--- config.mk ---
export PLATFORM = sky130hd
export DESIGN_NAME = pwsr_mul
export DESIGN_NICKNAME = d
export VERILOG_FILES = /design/src/design/pwsr_pkg.sv /design/src/design/pwsr_mul.sv
export SDC_FILE = /design/constraint.sdc
export NUM_CORES = 2
export LEC_CHECK = 0
export CAP_MARGIN = 10
export CORE_UTILIZATION = 45
export DETAILED_ROUTE_END_ITERATION = 10
export DONT_BUFFER_PORTS = 1
export SETUP_SLACK_MARGIN = 0.3
export SYNTH_ARGS = -nofsm -noshare
export SYNTH_HDL_FRONTEND = slang
export SYNTH_SLANG_ARGS = --single-unit
--- constraint.sdc ---
create_clock -name clk -period 7.5 [get_ports clk]
set_input_delay 0.375 -clock clk [delete_from_list [all_inputs] [get_ports clk]]
set_output_delay 0.375 -clock clk [all_outputs]
set_load 0.05 [all_outputs]
--- src/design/pwsr_pkg.sv ---
// Package for the phased weight-shift ramp: constants, codes, shared types.
// No dependencies.
package pwsr_pkg;

    localparam int TORSO_SHIFT_CDEG = 0;

    localparam logic [3:0] REG_RAMP  = 4'd0;
    localparam logic [3:0] REG_DELAY = 4'd1;
    localparam logic [3:0] REG_DWELL = 4'd2;
    localparam logic [3:0] REG_ANKLE = 4'd3;
    localparam logic [3:0] REG_SP    = 4'd4;
    localparam logic [3:0] REG_LEAN  = 4'd5;
    localparam logic [3:0] REG_ALPHA = 4'd6;
    localparam logic [3:0] REG_LAT   = 4'd7;

    localparam logic [1:0] DIR_CENTRE = 2'd0;
    localparam logic [1:0] DIR_LEFT   = 2'd1;
    localparam logic [1:0] DIR_RIGHT  = 2'd2;

    typedef enum logic [3:0] {
        ST_IDLE,
        ST_DIV,
        ST_ADV,
        ST_SP,
        ST_RAW,
        ST_IIR_A,
        ST_IIR_B,
        ST_BIAS_R,
        ST_BIAS_L,
        ST_LAT,
        ST_DONE
    } state_t;

    // round(v / 2^sh), ties away from zero, v a 48-bit product
    function automatic logic signed [47:0] rshift_round(input logic signed [47:0] v,
                                                        input logic [4:0] sh);
        logic [47:0] mag;
        logic [47:0] half;
        logic [47:0] q;
        begin
            mag  = v[47] ? 48'(-v) : 48'(v);
            half = 48'd1 << (sh - 5'd1);
            q    = (mag + half) >> sh;
            rshift_round = v[47] ? -$signed(q) : $signed(q);
        end
    endfunction

    function automatic logic signed [47:0] sat_w(input logic signed [47:0] v,
                                                 input logic [4:0] w);
        logic signed [47:0] hi;
        logic signed [47:0] lo;
        begin
            hi = $signed((48'd1 << (w - 5'd1)) - 48'd1);
            lo = -$signed(48'd1 << (w - 5'd1));
            sat_w = (v > hi) ? hi : ((v < lo) ? lo : v);
        end
    endfunction

endpackage

--- src/design/pwsr_mul.sv ---
// Shared 24x24 multiplier with registered product.
// Depends on pwsr_pkg.
module pwsr_mul
    import pwsr_pkg::*;
(
    input  logic               clk,
    input  logic signed [23:0] a,
    input  logic signed [23:0] b,
    output logic signed [47:0] p
);
    logic signed [47:0] p_reg;

    always_ff @(posedge clk)
    begin
        p_reg <= a * b;
    end

    assign p = p_reg;
endmodule

==> results_dict.tcl <==
set metrics [dict create \
    wl_per_cell_um 19.7 \
    cts_buffers 5 \
    crit_buf_inv 6 \
    die_w_um 223 \
    slew_violations 0 \
    rows 80 \
    min_period_over_period_pct 91.4 \
    critPathTopFamily "adder cells" \
    max_slew_margin_pct 40.7 \
    io_pins 97 \
    multi_input_area_um2 18500 \
    cts_max_level 2 \
    max_stage_delay_ns 0.59 \
    via_per_inst 5.21 \
    tightest_slew_ns 0.890 \
    grt_max_degree 25 \
    diodes 0 \
    syn_avg_cell_area_um2 9.49 \
    ys_seq_area_share_pct 4.36 \
    synth-compound-area-share_pct 4.04 \
    ys_ff_latch 48 \
    io_buffers 0 \
    yosys.area_share.adder_pct 62.8 \
    yosysTopAreaCellShare_pct 55.2 \
    synth_most_common_cell "fa_1" \
    drc 0 \
    drive_gt1_share_pct 1.61 \
    cts_hold_buf 0 \
    synthTopCellsByArea "fa_1 55%, inv_1 10%, and2_1 7.8%" \
    fillerInstances 4669 \
    grt_pass1_vias 16800 \
    final_antenna_net_count 0 \
    yosys_warnings 0 \
    crit_arrival_ns 7.07 \
    setup_tns_ns 0 \
    post-cts-setup-buffers 0 \
    dieArea_um2 49800 \
    worstPathMaxFanout 24 \
    die_y_um 223 \
    setup_violations 0 \
    gr-total-overflow 0 \
    end_kind "flip-flop" \
    cts_root_buf "clkbuf_16" \
    slowest_stage "a311oi_1" \
    dp_hpwl_um 45900 \
    grt_pass1_wl_um 92900 \
    yosys-top-cells-count "607 x fa_1, 590 x inv_1, 307 x nand2_1, 274 x and2_1, 134 x ha_1" \
    period_needed_ns 6.85 \
    crit_chain "and2_1 > fa_1 > inv_1 > fa_1 > fa_1 > inv_1 > fa_1 > inv_1 > fa_1 > inv_1 > fa_1 > inv_1 > fa_1 > inv_1 > ha_1 > o211a_1 > o21ai_0 > nand3b_1 > a311oi_1 > a2111oi_4 > o21ai_2 > a311oi_2 > o21ai_1 > xnor2_1" \
    ctsResizeCount 0 \
    final-seq-area_um2 961 \
    hold_class "in -> reg" \
    track_usage_pct 24.4 \
    muxShareOfSynthArea_pct 0 \
    cts_sinks 48 \
    netlist_instances 2321 \
    largest_register_ffs 48 \
    yosysTopAreaCell "fa_1" \
    finalNetCount 3029 \
    synth_xor_area_share_pct 2.15 \
    syn_to_final_growth_pct 2.90 \
    outcome "completed" \
    drt_wl_total_um 56100 \
    cp_common_cell "fa_1" \
    synthSimpleGateAreaFrac_pct 14.8 \
    max_clock_freq_mhz 146 \
    maxCapViolCount 0 \
    synth_cell_types 54 \
    ys.flop_type "dfxtp_1" \
    async_flop_share_pct 0 \
    coreArea_um2 48000 \
    gp_congestion 0.846 \
    synth-edff-count 0 \
    syn_area_um2 22000 \
    start_util_pct 45.8 \
    cts_tree "yes" \
    vias 14900 \
    cts_buffer_depth 2 \
    clk_pin_slew_ns 0.10 \
    drtIter0Drc 731 \
    syn_nets 3111 \
    antenna_found_initial 0 \
    drtPass1Iterations 6 \
    rsz0062_at_grt "false" \
    synth_top_family_by_area "adder cells" \
    timing_hold_violations_final 0 \
    critPathKind "in -> reg" \
    worst_ep_required_time_ns 7.71 \
    start_kind "input pin" \
]
[cells in the final DEF, fill, tap and decap left out, types with 8 or more instances in the layout]
master      n
fa_1      607
inv_1     590
nand2_1   307
and2_1    274
ha_1      134
dfxtp_1    48
xnor2_1    43
nor2_1     39
a21oi_1    37
o21ai_0    19
a21o_1     13
xor2_1     11
o21bai_1   10
nand2b_1   10
buf_4      10
nand3_1     8
[layer usage]
layer | vias up | GRT usage [%] | part of all wire (%)
met3 | 65 | 2.84 | 4.8
li1 | 6483 | - | -
met1 | 7916 | 31.3 | 40
met4 | 0 | 6.81 | 2.5
met2 | 403 | 43.5 | 53
met5 | - | 0 | 0
[final timing paths]
path                  startpoint    end  slack, ns  cells past startpoint
worst max-delay path       a[16]  p[47]       0.65                     24
worst min-delay path        b[0]   p[0]       0.25                      1
[cells by family (layout without fill, tap and decap cells)]
group	Yosys count	count (layout)
AND/OR/NAND/NOR	661	661
XOR/XNOR	54	54
AO/OA/AOI/OAI	127	127
flip-flops	48	48
buffers and inverters	690	609
adder cells (fa/ha/maj)	741	741
[per-stage QoR]
| step | worst slack (ns) | util [%] | cells | hold slack (ns) | cell area (µm²) |
|---|---|---|---|---|---|
| 6_report | 0.647 | 47.2 | 2855 | 0.251 | 22700 |
| 5_1_grt | 0.305 | 47.2 | 2855 | 0.249 | 22700 |
| 4_1_cts | 0.636 | 47.1 | 2855 | 0.260 | 22700 |
| 3_5_place_dp | 0.307 | 46.8 | 2847 | 0.649 | 22500 |
| 3_3_place_gp | 0.357 | 46.8 | 2847 | 0.652 | 22500 |
| 2_1_floorplan | 0.597 | - | 2321 | 0.502 | 22000 |
[cell type report]
| class | instances | share of cell area [%] |
|---|---|---|
| clock buffers | 5 | 0.552 |
| inverters | 591 | 9.79 |
| clock inverters | 3 | 0.204 |
| repair buffers | 10 | 0.331 |
| well taps | 615 | 3.40 |
| flip-flops and latches | 48 | 4.24 |
| multi-input cells | 1583 | 81.5 |
Power is not shown: default switching activity piles up to over one toggle a cycle in this logic, so the estimate is an artifact.
