==> src/design/pwsr_pkg.sv <==
// Package for the phased weight-shift ramp: constants, codes, shared types.
// No dependencies.
package pwsr_pkg;

    localparam int TORSO_SHIFT_CDEG = 0;

    localparam logic [3:0] REG_RAMP  = 4'd0;
    localparam logic [3:0] REG_DELAY = 4'd1;
    localparam logic [3:0] REG_DWELL = 4'd2;
    localparam logic [3:0] REG_ANKLE = 4'd3;
    localparam logic [3:0] REG_SP    = 4'd4;
    localparam logic [3:0] REG_LEAN  = 4'd5;
    localparam logic [3:0] REG_ALPHA = 4'd6;
    localparam logic [3:0] REG_LAT   = 4'd7;

    localparam logic [1:0] DIR_CENTRE = 2'd0;
    localparam logic [1:0] DIR_LEFT   = 2'd1;
    localparam logic [1:0] DIR_RIGHT  = 2'd2;

    typedef enum logic [3:0] {
        ST_IDLE,
        ST_DIV,
        ST_ADV,
        ST_SP,
        ST_RAW,
        ST_IIR_A,
        ST_IIR_B,
        ST_BIAS_R,
        ST_BIAS_L,
        ST_LAT,
        ST_DONE
    } state_t;

    // round(v / 2^sh), ties away from zero, v a 48-bit product
    function automatic logic signed [47:0] rshift_round(input logic signed [47:0] v,
                                                        input logic [4:0] sh);
        logic [47:0] mag;
        logic [47:0] half;
        logic [47:0] q;
        begin
            mag  = v[47] ? 48'(-v) : 48'(v);
            half = 48'd1 << (sh - 5'd1);
            q    = (mag + half) >> sh;
            rshift_round = v[47] ? -$signed(q) : $signed(q);
        end
    endfunction

    function automatic logic signed [47:0] sat_w(input logic signed [47:0] v,
                                                 input logic [4:0] w);
        logic signed [47:0] hi;
        logic signed [47:0] lo;
        begin
            hi = $signed((48'd1 << (w - 5'd1)) - 48'd1);
            lo = -$signed(48'd1 << (w - 5'd1));
            sat_w = (v > hi) ? hi : ((v < lo) ? lo : v);
        end
    endfunction

endpackage

==> src/design/pwsr_div.sv <==
// Radix-2 restoring divider, one quotient bit per cycle.
// Depends on pwsr_pkg.
module pwsr_div
    import pwsr_pkg::*;
(
    input  logic        clk,
    input  logic        rst_n,
    input  logic        start,
    input  logic [29:0] dividend,
    input  logic [23:0] divisor,
    output logic        done,
    output logic [29:0] quotient
);
    logic [29:0] q_reg, q_next;
    logic [24:0] r_reg, r_next;
    logic [4:0]  cnt_reg, cnt_next;
    logic        busy_reg, busy_next;
    logic        done_reg, done_next;
    logic [24:0] trial;

    always_ff @(posedge clk or negedge rst_n)
    begin
        if (!rst_n)
        begin
            busy_reg <= 1'b0;
            done_reg <= 1'b0;
            cnt_reg  <= '0;
        end
        else
        begin
            busy_reg <= busy_next;
            done_reg <= done_next;
            cnt_reg  <= cnt_next;
        end
    end

    always_ff @(posedge clk)
    begin
        q_reg <= q_next;
        r_reg <= r_next;
    end

    always_comb
    begin
        q_next    = q_reg;
        r_next    = r_reg;
        cnt_next  = cnt_reg;
        busy_next = busy_reg;
        done_next = 1'b0;
        trial     = {r_reg[23:0], q_reg[29]};
        if (start)
        begin
            q_next    = dividend;
            r_next    = '0;
            cnt_next  = 5'd29;
            busy_next = 1'b1;
        end
        else if (busy_reg)
        begin
            if (trial >= {1'b0, divisor})
            begin
                r_next = trial - {1'b0, divisor};
                q_next = {q_reg[28:0], 1'b1};
            end
            else
            begin
                r_next = trial;
                q_next = {q_reg[28:0], 1'b0};
            end
            if (cnt_reg == 5'd0)
            begin
                busy_next = 1'b0;
                done_next = 1'b1;
            end
            else
                cnt_next = cnt_reg - 5'd1;
        end
    end

    assign done     = done_reg;
    assign quotient = q_reg;
endmodule

==> config.mk <==
export PLATFORM = sky130hd
export DESIGN_NAME = pwsr_div
export DESIGN_NICKNAME = d
export VERILOG_FILES = /design/src/design/pwsr_pkg.sv /design/src/design/pwsr_div.sv
export SDC_FILE = /design/constraint.sdc
export NUM_CORES = 1
export LEC_CHECK = 0
export BUFFER_PORTS_ARGS = -buffer_cell sky130_fd_sc_hd__buf_2
export CAP_MARGIN = 20
export CORE_MARGIN = 1.5
export CORE_UTILIZATION = 50
export CTS_CLUSTER_SIZE = 20
export DETAILED_ROUTE_END_ITERATION = 12
export GPL_TIMING_DRIVEN = 0
export PLACE_DENSITY = 0.77
export SYNTH_ARGS = -nofsm -noshare
export SYNTH_HDL_FRONTEND = slang
export SYNTH_SLANG_ARGS = --single-unit
==> constraint.sdc <==
create_clock -name clk -period 3.1 [get_ports clk]
set_input_delay 0.155 -clock clk [delete_from_list [all_inputs] [get_ports clk]]
set_output_delay 0.155 -clock clk [all_outputs]
set_load 0.01 [all_outputs]
==> run metrics <==
Worst setup EP type=flip-flop; vias in the first global route=~3300; global-route wire length before repair=approximately 15 mm; fmax=approximately 330 MHz; worst min-delay path class=input pin to flip-flop; Synth area leader=edfxtp_1; Core Region=between 7000 and 8000 µm²; antenna violation net count after detailed routing=0; Die X=~93 µm; Detailed Routing Iterations Pass 1=5; initial drt markers=approximately 210; min setup slack post-route=just under 80 ps; count of different cell masters after synthesis=between 50 and 60; Async S/R FF share, synth=0.115; Cells after Synth=416; post-route minimum period=roughly 3000 ps; diodes inserted=0; endpoints failing hold=0; share of power burned in registers=0.451; count of final setup violators=0; Yosys top cell area share=0.223; die span in y=slightly above 90 µm; Top FF cell, synth=edfxtp_1; # clock sinks=just over 60; startpoint class of the critical path=flip-flop; Worst slew margin=0.514; synthesis-stage register bit count=approximately 60; synth cell count leaders=41 x nor2_1, 35 x nand2_1, 31 x inv_1, 31 x mux2_2, 30 x edfxtp_1; Setup TNS Final=0 ps; Worst VDD drop=~0.0003 V; Switch Pwr=slightly below 0.6 mW; CP max FO=10; Final HPWL DP=7.03 mm; Layout Nets=600; layout cells sized above 1=0.298; htree depth=3; switching share of total power=0.272; combinational share of power=0.168; initial antenna violation count=0; GRT Util Overall=0.226; drt total wl=slightly below 10 mm; Clock Tree Buf Depth=2; status=finished, final reports clean; number of flip-flops under the largest register name=30; most frequent cell after synthesis=nor2_1; Final Util=0.630; fillcell total=around 670; Starting Density=0.520; Clock transition at path regs=roughly 80 ps; row cnt=32; Clk network pwr share=0.381; TritonCTS buffer count=9; pin count of the biggest net entering global routing=32; synthesized area per cell=9.70 µm²; IO Pins=88; clk_lat worst skew=340 ps; crit path kind=flip-flop to flip-flop; Crit path required time=3350 ps; CTS tree=built; die area=between 8000 and 9000 µm²; Slew Viols, Final=0; LEAKAGE=2.20 nW; Vias/cell=around 5.6; drt wl/cell=roughly 16 µm; syn nets=500; number of synthesized flops with an enable pin=30; power per cell area=~430 nW/µm²; fin crit share=0.975; IO buf count=86; Mapped Area=just over 4000 µm²; YS warnings=0; Area Growth Syn to Fin=21.3%; GRT Residual Overflow=0; Placer Congestion=roughly 0.9; Layout Skew=11.8 ps; CP arrival=3270 ps; cells taking the most area after synthesis=edfxtp_1 22%, dfxtp_1 12%, mux2_2 8.6%; Root Driver=clkbuf_8; post-route DRC violation count=0; pin slew with the least headroom to its limit=between 700 and 800 ps; dpl ws=-188 ps; Int Pwr=about 1.5 mW; max-cap viol count=0; Seq/Total Area, Yosys=0.386; via count=3501
## cell type report
cell class / count / area, µm² / share of cell area
sequential: 61 / 1560 / 0.318
buffer: 21 / 111 / 0.0227
tap: 102 / 128 / 0.0261
multi-input combinational: 303 / 2310 / 0.471
clock buffer: 9 / 124 / 0.0253
timing repair buffer: 89 / 455 / 0.0930
clock inverter: 7 / 97.6 / 0.0199
inverter: 31 / 116 / 0.0238
## worst max-delay path: stages, from the launching register on
cell and delay (ps):
dfxtp_1 350, ha_1 320, nor2b_2 220, o2111ai_2 180, a2111oi_4 490, o311ai_4 180
a21oi_4 290, o21a_1 190, buf_6 150, buf_4 200, nand2_1 80, a311oi_1 270
## power by group through the flow
stage          clock, mW  sequential, mW  combinational, mW
2_1_floorplan          0           0.989              0.202
3_3_place_gp           0           0.970              0.328
3_5_place_dp           0           0.973              0.340
4_1_cts            0.816           0.956              0.347
5_1_grt            0.849           0.966              0.393
6_report           0.807           0.956              0.356
## cell families after synthesis
group           after synthesis  synth area share
compound gates              103             0.194
xor+xnor                     19            0.0412
fa+ha+maj                    27            0.0856
buf+inv                      52            0.0564
flops                        61             0.386
mux                          40             0.109
simple gates                114             0.128
## layer usage
| metal | up-vias | routed length [µm] | track usage |
|---|---|---|---|
| met1 | 1632 | 4370 | 0.300 |
| li1 | 1728 | - | - |
| met5 | - | 0 | 0 |
| met4 | 0 | 240 | 0.114 |
| met2 | 120 | 4690 | 0.359 |
| met3 | 21 | 574 | 0.0345 |
## final timing paths
check                      slack (ps)  cells after the start      endpoint         start
min                               110                      2  quotient[25]  dividend[25]
min in group asynchronous         160                      2    cnt_reg[1]         rst_n
max in group asynchronous        2780                      2    cnt_reg[0]         rst_n
max reg2reg                        80                     11     r_reg[20]      r_reg[0]
min reg2reg                       500                      2      r_reg[8]      r_reg[7]
max                                80                     11     r_reg[20]      r_reg[0]
## repair_timing
item / CTS / global route
cloned: 0 / 0
setup endpoints to repair: 4 / 16
resized for setup: 3 / 9
pin swaps: 0 / 4
hold buffers: 1 / 0
buffers inserted: 0 / 2
hold endpoints to repair: 7 / 0
## metrics by stage
stage	area (µm²)	power, mW	instances	hold slack [ps]
CTS	4830	2.12	621	101
detailed placement	4590	1.31	604	-8.81
global route	4900	2.21	623	100
global placement	4590	1.30	604	-8.07
floorplan	4040	1.19	416	-141
finish	4900	2.12	623	108
## cell usage in the layout, fill, tap and decap left out, types with 2 or more instances in the layout
cell type	netlist	routed
nor2_1	41	41
o21ai_0	12	11
nand2b_1	5	5
inv_6	0	2
nor2b_1	5	4
nor3_1	4	4
inv_1	31	31
clkinvlp_4	0	2
clkbuf_1	16	16
a21o_1	11	11
a211oi_1	16	14
a311oi_1	11	11
dfrtp_1	7	7
dfxtp_1	24	24
buf_2	0	86
xnor2_1	11	11
edfxtp_1	30	30
and3_1	4	4
nand3_1	6	6
mux2i_1	9	8
a211o_1	3	3
buf_4	2	4
clkbuf_8	0	9
a221o_1	3	3
nor4_1	3	3
xor2_1	8	8
bufinv_16	0	2
ha_1	26	26
o21a_1	5	5
nand2_1	35	35
a21oi_1	21	20
o211ai_1	3	3
mux2_2	31	31
nand4_1	4	4
No activity file was read; power rests on OpenSTA's default activity.
